### config.mk
export PLATFORM = sky130hd
export DESIGN_NAME = tbce_ctrl
export DESIGN_NICKNAME = d
export VERILOG_FILES = /design/src/rtl/core/tbce_pkg.sv /design/src/rtl/core/tbce_ctrl.sv
export SDC_FILE = /design/constraint.sdc
export NUM_CORES = 1
export LEC_CHECK = 0
export BUFFER_PORTS_ARGS = -buffer_cell sky130_fd_sc_hd__buf_4
export CAP_MARGIN = 10
export CORE_AREA = 5 5 42 44
export CTS_BUF_LIST = sky130_fd_sc_hd__clkbuf_8
export CTS_CLUSTER_DIAMETER = 80
export CTS_CLUSTER_SIZE = 28
export DETAILED_ROUTE_END_ITERATION = 10
export DIE_AREA = 0 0 47 49
export HOLD_SLACK_MARGIN = 0.03
export PLACE_DENSITY = 0.47
export SETUP_SLACK_MARGIN = 0.4
export SYNTH_ARGS = -nofsm -noshare
export SYNTH_HDL_FRONTEND = slang
export SYNTH_SLANG_ARGS = --single-unit
export TNS_END_PERCENT = 1
### constraint.sdc
create_clock -name clk -period 2.8 [get_ports clk]
set_clock_uncertainty 0.05 [all_clocks]
set_input_delay 0.56 -clock clk [delete_from_list [all_inputs] [get_ports clk]]
set_output_delay 0.56 -clock clk [all_outputs]
set_load 0.03 [all_outputs]
### src/rtl/core/tbce_pkg.sv
// ----------------------------------------------------------------------------
// tbce_pkg
// Shared constants, codes and types of the text buffer cursor editor.
// ----------------------------------------------------------------------------
package tbce_pkg;

    localparam int TEXT_DEPTH = 1024;
    localparam int CLIP_DEPTH = 512;

    localparam int CMD_W   = 4;
    localparam int CHAR_W  = 8;
    localparam int AMT_W   = 16;
    localparam int IDX_W   = 10;
    localparam int STAT_W  = 2;
    localparam int LEN_W   = $clog2(TEXT_DEPTH + 1);
    localparam int CLEN_W  = $clog2(CLIP_DEPTH + 1);
    localparam int TEXT_AW = $clog2(TEXT_DEPTH);
    localparam int CLIP_AW = $clog2(CLIP_DEPTH);
    localparam int ADDR_W  = (TEXT_AW > CLIP_AW) ? TEXT_AW : CLIP_AW;

    localparam logic [STAT_W-1:0] STAT_OK    = 2'd0;
    localparam logic [STAT_W-1:0] STAT_FULL  = 2'd1;
    localparam logic [STAT_W-1:0] STAT_RANGE = 2'd2;

    typedef enum logic [CMD_W-1:0] {
        CMD_INSERT   = 4'd0,
        CMD_START    = 4'd1,
        CMD_END      = 4'd2,
        CMD_FORWARD  = 4'd3,
        CMD_BACKWARD = 4'd4,
        CMD_DELETE   = 4'd5,
        CMD_COPY     = 4'd6,
        CMD_CUT      = 4'd7,
        CMD_PASTE    = 4'd8,
        CMD_READ     = 4'd9
    } cmd_t;

    typedef enum logic [3:0] {
        S_IDLE,
        S_PLAN,
        S_LOAD_A,
        S_RUN_A,
        S_LOAD_B,
        S_RUN_B,
        S_READ,
        S_COMMIT
    } state_t;

    typedef enum logic [1:0] {
        SRC_TEXT,
        SRC_CLIP,
        SRC_CHAR
    } src_t;

    typedef struct packed {
        src_t              src;
        logic              dst_clip;
        logic              down;
        logic [ADDR_W-1:0] src_a;
        logic [ADDR_W-1:0] dst_a;
        logic [LEN_W-1:0]  cnt;
    } move_t;

    typedef struct packed {
        logic accept;
        logic plan;
        logic load;
        logic phase_b;
        logic run;
        logic read;
        logic commit;
    } ctrl_t;

    typedef struct packed {
        cmd_t cmd;
        logic full;
        logic count_zero;
        logic res_free;
    } stat_t;

endpackage

### src/rtl/core/tbce_ctrl.sv
// ----------------------------------------------------------------------------
// tbce_ctrl
// Sequencer: plans a command, runs up to two copy passes, then commits.
// ----------------------------------------------------------------------------
module tbce_ctrl (
    input  logic                 clk,
    input  logic                 rst_n,
    input  logic                 in_valid,
    input  tbce_pkg::stat_t      st,
    output tbce_pkg::ctrl_t      ctrl
);

    tbce_pkg::state_t state_reg;
    tbce_pkg::state_t state_next;
    logic             has_b;

    always_comb
    begin
        case (st.cmd)
            tbce_pkg::CMD_INSERT,
            tbce_pkg::CMD_PASTE,
            tbce_pkg::CMD_CUT: has_b = 1'b1;
            default:           has_b = 1'b0;
        endcase
    end

    always_ff @(posedge clk or negedge rst_n)
    begin
        if (!rst_n)
            state_reg <= tbce_pkg::S_IDLE;
        else
            state_reg <= state_next;
    end

    always_comb
    begin
        state_next = state_reg;
        case (state_reg)
            tbce_pkg::S_IDLE:
                if (in_valid)
                    state_next = tbce_pkg::S_PLAN;
            tbce_pkg::S_PLAN:
                case (st.cmd)
                    tbce_pkg::CMD_INSERT:
                        state_next = st.full ? tbce_pkg::S_COMMIT : tbce_pkg::S_LOAD_A;
                    tbce_pkg::CMD_PASTE,
                    tbce_pkg::CMD_DELETE,
                    tbce_pkg::CMD_COPY,
                    tbce_pkg::CMD_CUT:
                        state_next = tbce_pkg::S_LOAD_A;
                    tbce_pkg::CMD_READ:
                        state_next = tbce_pkg::S_READ;
                    default:
                        state_next = tbce_pkg::S_COMMIT;
                endcase
            tbce_pkg::S_LOAD_A:
                state_next = tbce_pkg::S_RUN_A;
            tbce_pkg::S_RUN_A:
                if (st.count_zero)
                    state_next = has_b ? tbce_pkg::S_LOAD_B : tbce_pkg::S_COMMIT;
            tbce_pkg::S_LOAD_B:
                state_next = tbce_pkg::S_RUN_B;
            tbce_pkg::S_RUN_B:
                if (st.count_zero)
                    state_next = tbce_pkg::S_COMMIT;
            tbce_pkg::S_READ:
                state_next = tbce_pkg::S_COMMIT;
            tbce_pkg::S_COMMIT:
                if (st.res_free)
                    state_next = tbce_pkg::S_IDLE;
            default:
                state_next = tbce_pkg::S_IDLE;
        endcase
    end

    always_comb
    begin
        ctrl = '0;
        case (state_reg)
            tbce_pkg::S_IDLE:   ctrl.accept = 1'b1;
            tbce_pkg::S_PLAN:   ctrl.plan   = 1'b1;
            tbce_pkg::S_LOAD_A: ctrl.load   = 1'b1;
            tbce_pkg::S_RUN_A:  ctrl.run    = 1'b1;
            tbce_pkg::S_LOAD_B:
            begin
                ctrl.load    = 1'b1;
                ctrl.phase_b = 1'b1;
            end
            tbce_pkg::S_RUN_B:  ctrl.run    = 1'b1;
            tbce_pkg::S_READ:   ctrl.read   = 1'b1;
            tbce_pkg::S_COMMIT: ctrl.commit = st.res_free;
            default:            ctrl = '0;
        endcase
    end

endmodule

==> results.toml, run 1 <==
[run_status]
status = "finished clean"

[layout]
layout_common_cells = "buf_4, nor2_1, nand2_1, clkbuf_8, dfrtp_1"
fill_cells = 156
final_util = 0.349
largest_reg_flops = 3
post-route-cell-area_um2 = 489
fin_nets = 72
final_common_cell = "buf_4"
drive_gt1_frac = 0.344
num_antenna_cells = 0
syn_to_final_growth_pct = 52.1

[global_route]
antenna_found_initial = 0
grt_pass1_wl_um = 1500
gr-total-overflow = 0
grt_max_degree = 15
track_usage = 0.0874
grt_pass1_vias = 334

[sta]
worst_pin_slew_ns = 0.451
finalCritPeriodShare = 0.688
fin_tns_setup_ns = 0
hold_viol = 0
rsz0062_at_grt = "no"
max_clock_freq_mhz = 519
setup_violations = 0
relSlewSlack = 0.700
final_max_slew_viol_count = 0
post-route-min-period_ns = 1.93

[drt]
viasPerCell = 4.87
avgRoutedWirePerCell_um = 11.1
route.detailed.drc = 0
drt_iter0_drc = 8
dr.pass1.iters = 4
final_antenna_net_count = 0
route.vias.total = 375
totalWireLength_um = 851

[die]
io_pins = 17
die_h_um = 49
start_util = 0.229
die_area_um2 = 2300
dieWidth_um = 47
rows = 14
core_area_um2 = 1400

[synthesis]
yosysWarnings = 0
syn_area_um2 = 322
synth_area_per_cell_um2 = 7.31
ys.flop_type = "dfrtp_1"
synthArstFlopShare = 1.00
ys_seq_area_frac = 0.233
synth-edff-count = 0
synth_cell_types = 25
ys_ff_latch = 3
synthCells = 44
synth_nets = 54

[placement]
io_buffers = 16
place.detailed.hpwl_um = 614
postPlaceCellArea_um2 = 444
gp_congestion = 0.645

[clock_tree]
tritoncts = "built"
numCtsBuffers = 3
clk_latency_ns = 0.21
clk_pin_slew_ns = 0.03
post_cts_buffers = 0
cts.path.max_buffers = 2
cts-hold-fix-buffers = 0
root_buffer = "clkbuf_8"
cts_resized = 0
ctsHtreeMaxLevel = 1
cts_sinks = 3

[critical_path]
crit_arrival_ns = 1.32
crit_family = "flip-flops"
crit_chain = "xnor2_1 -> nor2b_1 -> buf_4"
cp-end-kind = "output pin"
cpPeakStageDelay_ns = 0.53
critPathKind = "reg2out"
slowest_stage = "dfrtp_1"
required_ns = 2.19
critPathLaunchType = "flip-flop"
path_buf_inv = 1
critical_path_peak_fanout = 14

[power]
ir_drop_mv = 0.241
leakagePower_nw = 0.226
p_per_area_nw_per_um2 = 1150
finalPower_w = 0.000563

[run]
max-cap-violations = 0

[worst_hold_path]
hold_path_class = "in2async"
final cells by class:
type | count | area, µm² | area share
tap | 16 | 20.0 | 0.0409
sequential | 3 | 75.1 | 0.153
multi-input combinational | 37 | 225 | 0.460
clock inverter | 1 | 3.75 | 0.00767
clock buffer | 3 | 41.3 | 0.0844
inverter | 1 | 3.75 | 0.00767
timing repair buffer | 16 | 120 | 0.246
stage by stage:
step,setup slack (ns),cells,hold WS (ns)
2_1_floorplan,0.837,44,0.214
3_3_place_gp,1.09,73,0.301
3_5_place_dp,1.10,73,0.300
4_1_cts,0.863,77,0.0730
5_1_grt,0.747,77,0.0724
6_report,0.875,77,0.0756
worst paths after layout:
kind,from,to,slack [ns],cells past startpoint
worst min-delay path,rst_n,state_reg[1],0.08,1
max in group asynchronous,rst_n,state_reg[2],2.53,1
min in group clk,st[0],state_reg[1],0.64,4
worst max-delay path,state_reg[1],ctrl[2],0.87,3
worst max register to register,state_reg[1],state_reg[0],1.40,3
worst min register to register,state_reg[0],state_reg[1],0.72,1
report_power, final:
part	internal [W]	switching (W)	total, W
logic	0.000138	0.000161	0.000299
registers	0.0000639	0.0000795	0.000143
clock network	0.0000932	0.0000276	0.000121
layer usage:
layer,track usage,part of all wire,up-vias
li1,-,-,197
met1,0.126,0.45,162
met2,0.106,0.43,14
met3,0.0295,0.10,2
met4,0.0553,0.020,0
met5,0,0,-
synthesized netlist by cell type (2+ instances only):
cell type  n  share of area
o31ai_1    2          0.047
buf_2      2          0.031
nor3_1     2          0.031
nand2_1    5          0.058
a31oi_1    2          0.039
nor2b_1    2          0.039
dfrtp_1    3           0.23
nor2_1     7          0.082
a21oi_1    2          0.031
a221oi_1   2          0.054
cells by family after synthesis:
logic type      share of synthesized area
compound gates                      0.284
xor+xnor                           0.0272
fa+ha+maj                          0.0311
buf+inv                            0.0661
flops                               0.233
simple gates                        0.358
No activity file was read; power rests on OpenSTA's default activity.
==> inputs of run 2 (changes only) <==
--- a/config.mk
+++ b/config.mk
@@ -5,6 +5,7 @@
 export SDC_FILE = /design/constraint.sdc
 export NUM_CORES = 1
 export LEC_CHECK = 0
+export ABC_AREA = 1
 export BUFFER_PORTS_ARGS = -buffer_cell sky130_fd_sc_hd__buf_4
 export CAP_MARGIN = 10
 export CORE_AREA = 5 5 42 44
@@ -14,7 +15,7 @@
 export DETAILED_ROUTE_END_ITERATION = 10
 export DIE_AREA = 0 0 47 49
 export HOLD_SLACK_MARGIN = 0.03
-export PLACE_DENSITY = 0.47
+export PLACE_DENSITY = 0.52
 export SETUP_SLACK_MARGIN = 0.4
 export SYNTH_ARGS = -nofsm -noshare
 export SYNTH_HDL_FRONTEND = slang
==> constraint.sdc (replaced) <==
create_clock -name clk -period 1.7 [get_ports clk]
set_clock_uncertainty 0.05 [all_clocks]
set_input_delay 0.34 -clock clk [delete_from_list [all_inputs] [get_ports clk]]
set_output_delay 0.34 -clock clk [all_outputs]
set_load 0.03 [all_outputs]
==> results.toml, run 2 <==
[layout]
largest_reg_flops = 3
layout_common_cells = "nand2_1, buf_4, inv_1, nor2_1"
fill_cells = 155
fin_nets = 109
syn_to_final_growth_pct = 86.3
final_util = 0.472
num_antenna_cells = 0
drive_gt1_frac = 0.449
final_common_cell = "nand2_1"

[synthesis]
synth_most_common_cell = "nand2_1"
synth_cell_types = 13
syn_area_um2 = 355
synthArstFlopShare = 1.00
ys_seq_area_frac = 0.211
synth_area_per_cell_um2 = 4.94
synth_nets = 82
ys_ff_latch = 3
yosysWarnings = 0
synthCells = 72
synth_top_area_cell = "nand2_1"
synth_commonest_cells = "nand2_1, inv_1, nor2_1, dfrtp_1"
ys_top_cells_by_area = "nand2_1, dfrtp_1, inv_1"
ys.flop_type = "dfrtp_1"
synth-edff-count = 0
synth_top_area_frac = 0.317

[die]
dieWidth_um = 47
die_area_um2 = 2300
io_pins = 17
start_util = 0.254
die_h_um = 49
rows = 14
core_area_um2 = 1400

[critical_path]
crit_family = "flip-flops"
cpPeakStageDelay_ns = 0.44
crit_chain = "buf_4 -> nor3_4 -> buf_6"
critPathLaunchType = "flip-flop"
slowest_stage = "dfrtp_2"
path_buf_inv = 2
critical_path_peak_fanout = 4
crit_arrival_ns = 1.18
critPathKind = "reg2out"
required_ns = 1.31
worst-r2r-setup-slack_ns = 0.40
cp-end-kind = "output pin"

[sta]
relSlewSlack = 0.883
rsz0062_at_grt = "yes"
setup_violations = 0
holdWs_ns = 0.405
setup_slack_ns = 0.130
post-route-min-period_ns = 1.57
fin_tns_setup_ns = 0
finalCritPeriodShare = 0.923
final_max_slew_viol_count = 0
hold_viol = 0
max_clock_freq_mhz = 637
worst_pin_slew_ns = 0.174

[global_route]
antenna_found_initial = 0
grt_max_degree = 8
grt_pass1_vias = 460
grt_pass1_wl_um = 1730
track_usage = 0.102
gr-total-overflow = 0

[drt]
avgRoutedWirePerCell_um = 9.89
route.met3.wl_um = 40
dr.pass1.iters = 4
drt_iter0_drc = 5
final_antenna_net_count = 0
routed-wl-met2_um = 596
routedLengthMet1_um = 443
highest_layer = "met4"
route.detailed.drc = 0
totalWireLength_um = 1130
viasPerCell = 4.33
route.vias.total = 494

[clock_tree]
clk_latency_ns = 0.21
clk_pin_slew_ns = 0.03
cts_sinks = 3
numCtsBuffers = 3
root_buffer = "clkbuf_8"
tritoncts = "built"
ctsHtreeMaxLevel = 1
cts.path.max_buffers = 2

[power]
p_per_area_nw_per_um2 = 2040
leakagePower_nw = 0.377
ir_drop_mv = 0.955

[placement]
io_buffers = 16
post-place-ws_ns = 0.250
place.detailed.hpwl_um = 775
gp_congestion = 0.787

[worst_hold_path]
hold_path_class = "in2async"

[run_status]
status = "finished clean"

[run]
max-cap-violations = 0
==> run 2: area by class of cell <==
cell class,count,area (µm²),share of cell area
clock buffers,3,41.3,0.0624
clock inverters,1,3.75,0.00567
flip-flops and latches,3,78.8,0.119
well taps,16,20.0,0.0302
multi-input cells,54,277,0.418
inverters,15,58.8,0.0888
repair buffers,22,183,0.276
==> run 2: report_power, final <==
group          internal [W]  total, W  switching [W]
Sequential         0.000121  0.000194      0.0000728
Clock              0.000153  0.000197      0.0000439
Combinational      0.000383  0.000961       0.000579
==> run 2: cells by family after synthesis <==
kind of cell | synth area share
AND/OR/NAND/NOR | 0.588
buffers and inverters | 0.158
flip-flops | 0.211
AO/OA/AOI/OAI | 0.0422
==> run 2: routing by layer <==
layer  vias up  track usage
met2        14        0.181
met5         -            0
met3         6       0.0111
met1       211       0.0973
met4         0       0.0783
li1        263            -
==> run 2: worst paths after layout <==
path | startpoint | end | cells past startpoint
hold reg to reg | state_reg[1] | state_reg[1] | 2
min in group clk | in_valid | state_reg[1] | 5
setup / recovery | state_reg[0] | ctrl[1] | 3
setup reg to reg | state_reg[0] | state_reg[0] | 9
hold / removal | rst_n | state_reg[2] | 2
max in group asynchronous | rst_n | state_reg[0] | 2
==> run 2: stage by stage <==
stage	cell area (µm²)	total power, W	instances
floorplan	363	0.000668	72
global placement	503	0.000890	104
detailed placement	503	0.000881	104
CTS	607	0.00122	111
global route	662	0.00147	114
finish	662	0.00135	114
==> run 2: repair_timing <==
action / in CTS / in global routing
pin swaps: 4 / 3
setup buffers: 2 / 3
setup endpoints to repair: 9 / 10
hold buffers: 1 / 0
resized for setup: 14 / 10
endpoints found under the hold margin: 3 / 0
==> inputs of run 3 (changes only) <==
--- a/config.mk
+++ b/config.mk
@@ -8,12 +8,12 @@
 export ABC_AREA = 1
 export BUFFER_PORTS_ARGS = -buffer_cell sky130_fd_sc_hd__buf_4
 export CAP_MARGIN = 10
-export CORE_AREA = 5 5 42 44
+export CORE_AREA = 2 2 39 41
 export CTS_BUF_LIST = sky130_fd_sc_hd__clkbuf_8
 export CTS_CLUSTER_DIAMETER = 80
 export CTS_CLUSTER_SIZE = 28
 export DETAILED_ROUTE_END_ITERATION = 10
-export DIE_AREA = 0 0 47 49
+export DIE_AREA = 0 0 41 43
 export HOLD_SLACK_MARGIN = 0.03
 export PLACE_DENSITY = 0.52
 export SETUP_SLACK_MARGIN = 0.4
==> results.toml, run 3 (synthesis gave the netlist of run 2 again) <==
[run_status]
status = "finished clean"

[critical_path]
crit_chain = "inv_2 -> nand2_2 -> o21ai_1 -> buf_4"
crit_arrival_ns = 1.14
critical_path_peak_fanout = 4
cp-end-kind = "output pin"
slowest_stage = "dfrtp_2"
critPathLaunchType = "flip-flop"
cpPeakStageDelay_ns = 0.45
required_ns = 1.31
critPathKind = "reg2out"

[global_route]
grt_max_degree = 8
track_usage = 0.127
antenna_found_initial = 0
grt_pass1_wl_um = 1540
grt_pass1_vias = 432
gr-total-overflow = 0

[layout]
fin_nets = 107
layout_common_cells = "nand2_1, buf_4, inv_1, nor2_1, nor2_4"
fill_cells = 149
largest_reg_flops = 3
num_antenna_cells = 0
final_util = 0.461
final_common_cell = "nand2_1"
drive_gt1_frac = 0.417
syn_to_final_growth_pct = 79.6
instances_no_fill = 112

[sta]
hold_viol = 0
rsz0062_at_grt = "yes"
fin_tns_setup_ns = 0
finalCritPeriodShare = 0.903
relSlewSlack = 0.871
final_max_slew_viol_count = 0
post-route-min-period_ns = 1.53
setup_violations = 0
setup_slack_ns = 0.166
max_clock_freq_mhz = 652
worst_pin_slew_ns = 0.193

[drt]
totalWireLength_um = 958
drt_iter0_drc = 6
route.detailed.drc = 0
route.vias.total = 472
viasPerCell = 4.21
final_antenna_net_count = 0
dr.pass1.iters = 5
avgRoutedWirePerCell_um = 8.55

[placement]
place.detailed.hpwl_um = 705
gp_congestion = 0.779
io_buffers = 16
post-place-ws_ns = 0.267
dpl.cell_count = 104

[clock_tree]
tritoncts = "built"
clk_pin_slew_ns = 0.03
ctsHtreeMaxLevel = 1
cts.path.max_buffers = 2
root_buffer = "clkbuf_8"
numCtsBuffers = 3
clk_latency_ns = 0.21
cts_sinks = 3

[power]
p_sw_frac = 0.512
p_per_area_nw_per_um2 = 2020
intPower_w = 0.000629
power_frac_comb = 0.696
power_switching_w = 0.000661
finalPower_w = 0.00129
power.clock.fraction = 0.154
leakagePower_nw = 0.363
ir_drop_mv = 1.05
seqPwrFrac = 0.151

[die]
io_pins = 17
rows = 14
core_area_um2 = 1380
die_area_um2 = 1760
die_h_um = 43
dieWidth_um = 41
start_util = 0.257

[worst_hold_path]
hold_path_class = "in2async"

[run]
max-cap-violations = 0
[run 3: what timing repair did]
item / 4_1_cts / 5_1_grt
pin swaps: 0 / 3
buffers inserted: 3 / 0
gates resized for setup: 5 / 16
hold endpoints to repair: 3 / 0
hold buffers: 1 / 0
setup endpoints to repair: 7 / 10
[run 3: path summary, 6_finish.rpt]
| kind | startpoint | end | slack [ns] | cells after the start |
|---|---|---|---|---|
| worst min-delay path | rst_n | state_reg[0] | 0.39 | 2 |
| worst max register to register | state_reg[1] | state_reg[0] | 0.44 | 8 |
| max in group asynchronous | rst_n | state_reg[2] | 1.10 | 2 |
| worst max-delay path | state_reg[1] | ctrl[4] | 0.17 | 4 |
| worst min register to register | state_reg[1] | state_reg[1] | 0.56 | 2 |
| min in group clk | st[1] | state_reg[1] | 0.51 | 5 |
[run 3: power by group through the flow]
stage	combinational [W]	clock (W)	sequential [W]
2_1_floorplan	0.000509	0	0.000159
3_3_place_gp	0.000712	0	0.000168
3_5_place_dp	0.000706	0	0.000166
4_1_cts	0.000798	0.000207	0.000160
5_1_grt	0.000996	0.000213	0.000202
6_report	0.000897	0.000198	0.000194
[run 3: worst max-delay path: cells and delay by family, from the launching register on]
family | cells | cell delay (ns)
buffers and inverters | 2 | 0.27
flip-flops | 1 | 0.45
AND/OR/NAND/NOR | 1 | 0.09
AO/OA/AOI/OAI | 1 | 0.12
[run 3: final cells by class]
class,count,area (µm²),share of cell area
flip-flops and latches,3,78.8,0.124
multi-input cells,54,272,0.425
well taps,16,20.0,0.0314
inverters,15,58.8,0.0922
clock inverters,1,3.75,0.00588
clock buffers,3,41.3,0.0647
repair buffers,20,164,0.257
[run 3: per-stage QoR]
stage | area, µm² | hold slack, ns
3_5_place_dp | 503 | 0.0792
6_report | 638 | 0.393
2_1_floorplan | 363 | -0.00559
4_1_cts | 593 | 0.391
3_3_place_gp | 503 | 0.0808
5_1_grt | 638 | 0.400
[run 3: per-layer routing]
metal	vias to the layer above	global-route usage	wire length [µm]
met5	-	0	0
met4	0	0.0933	10
met3	2	0.0157	34
met2	9	0.213	562
met1	201	0.133	350
li1	260	-	-
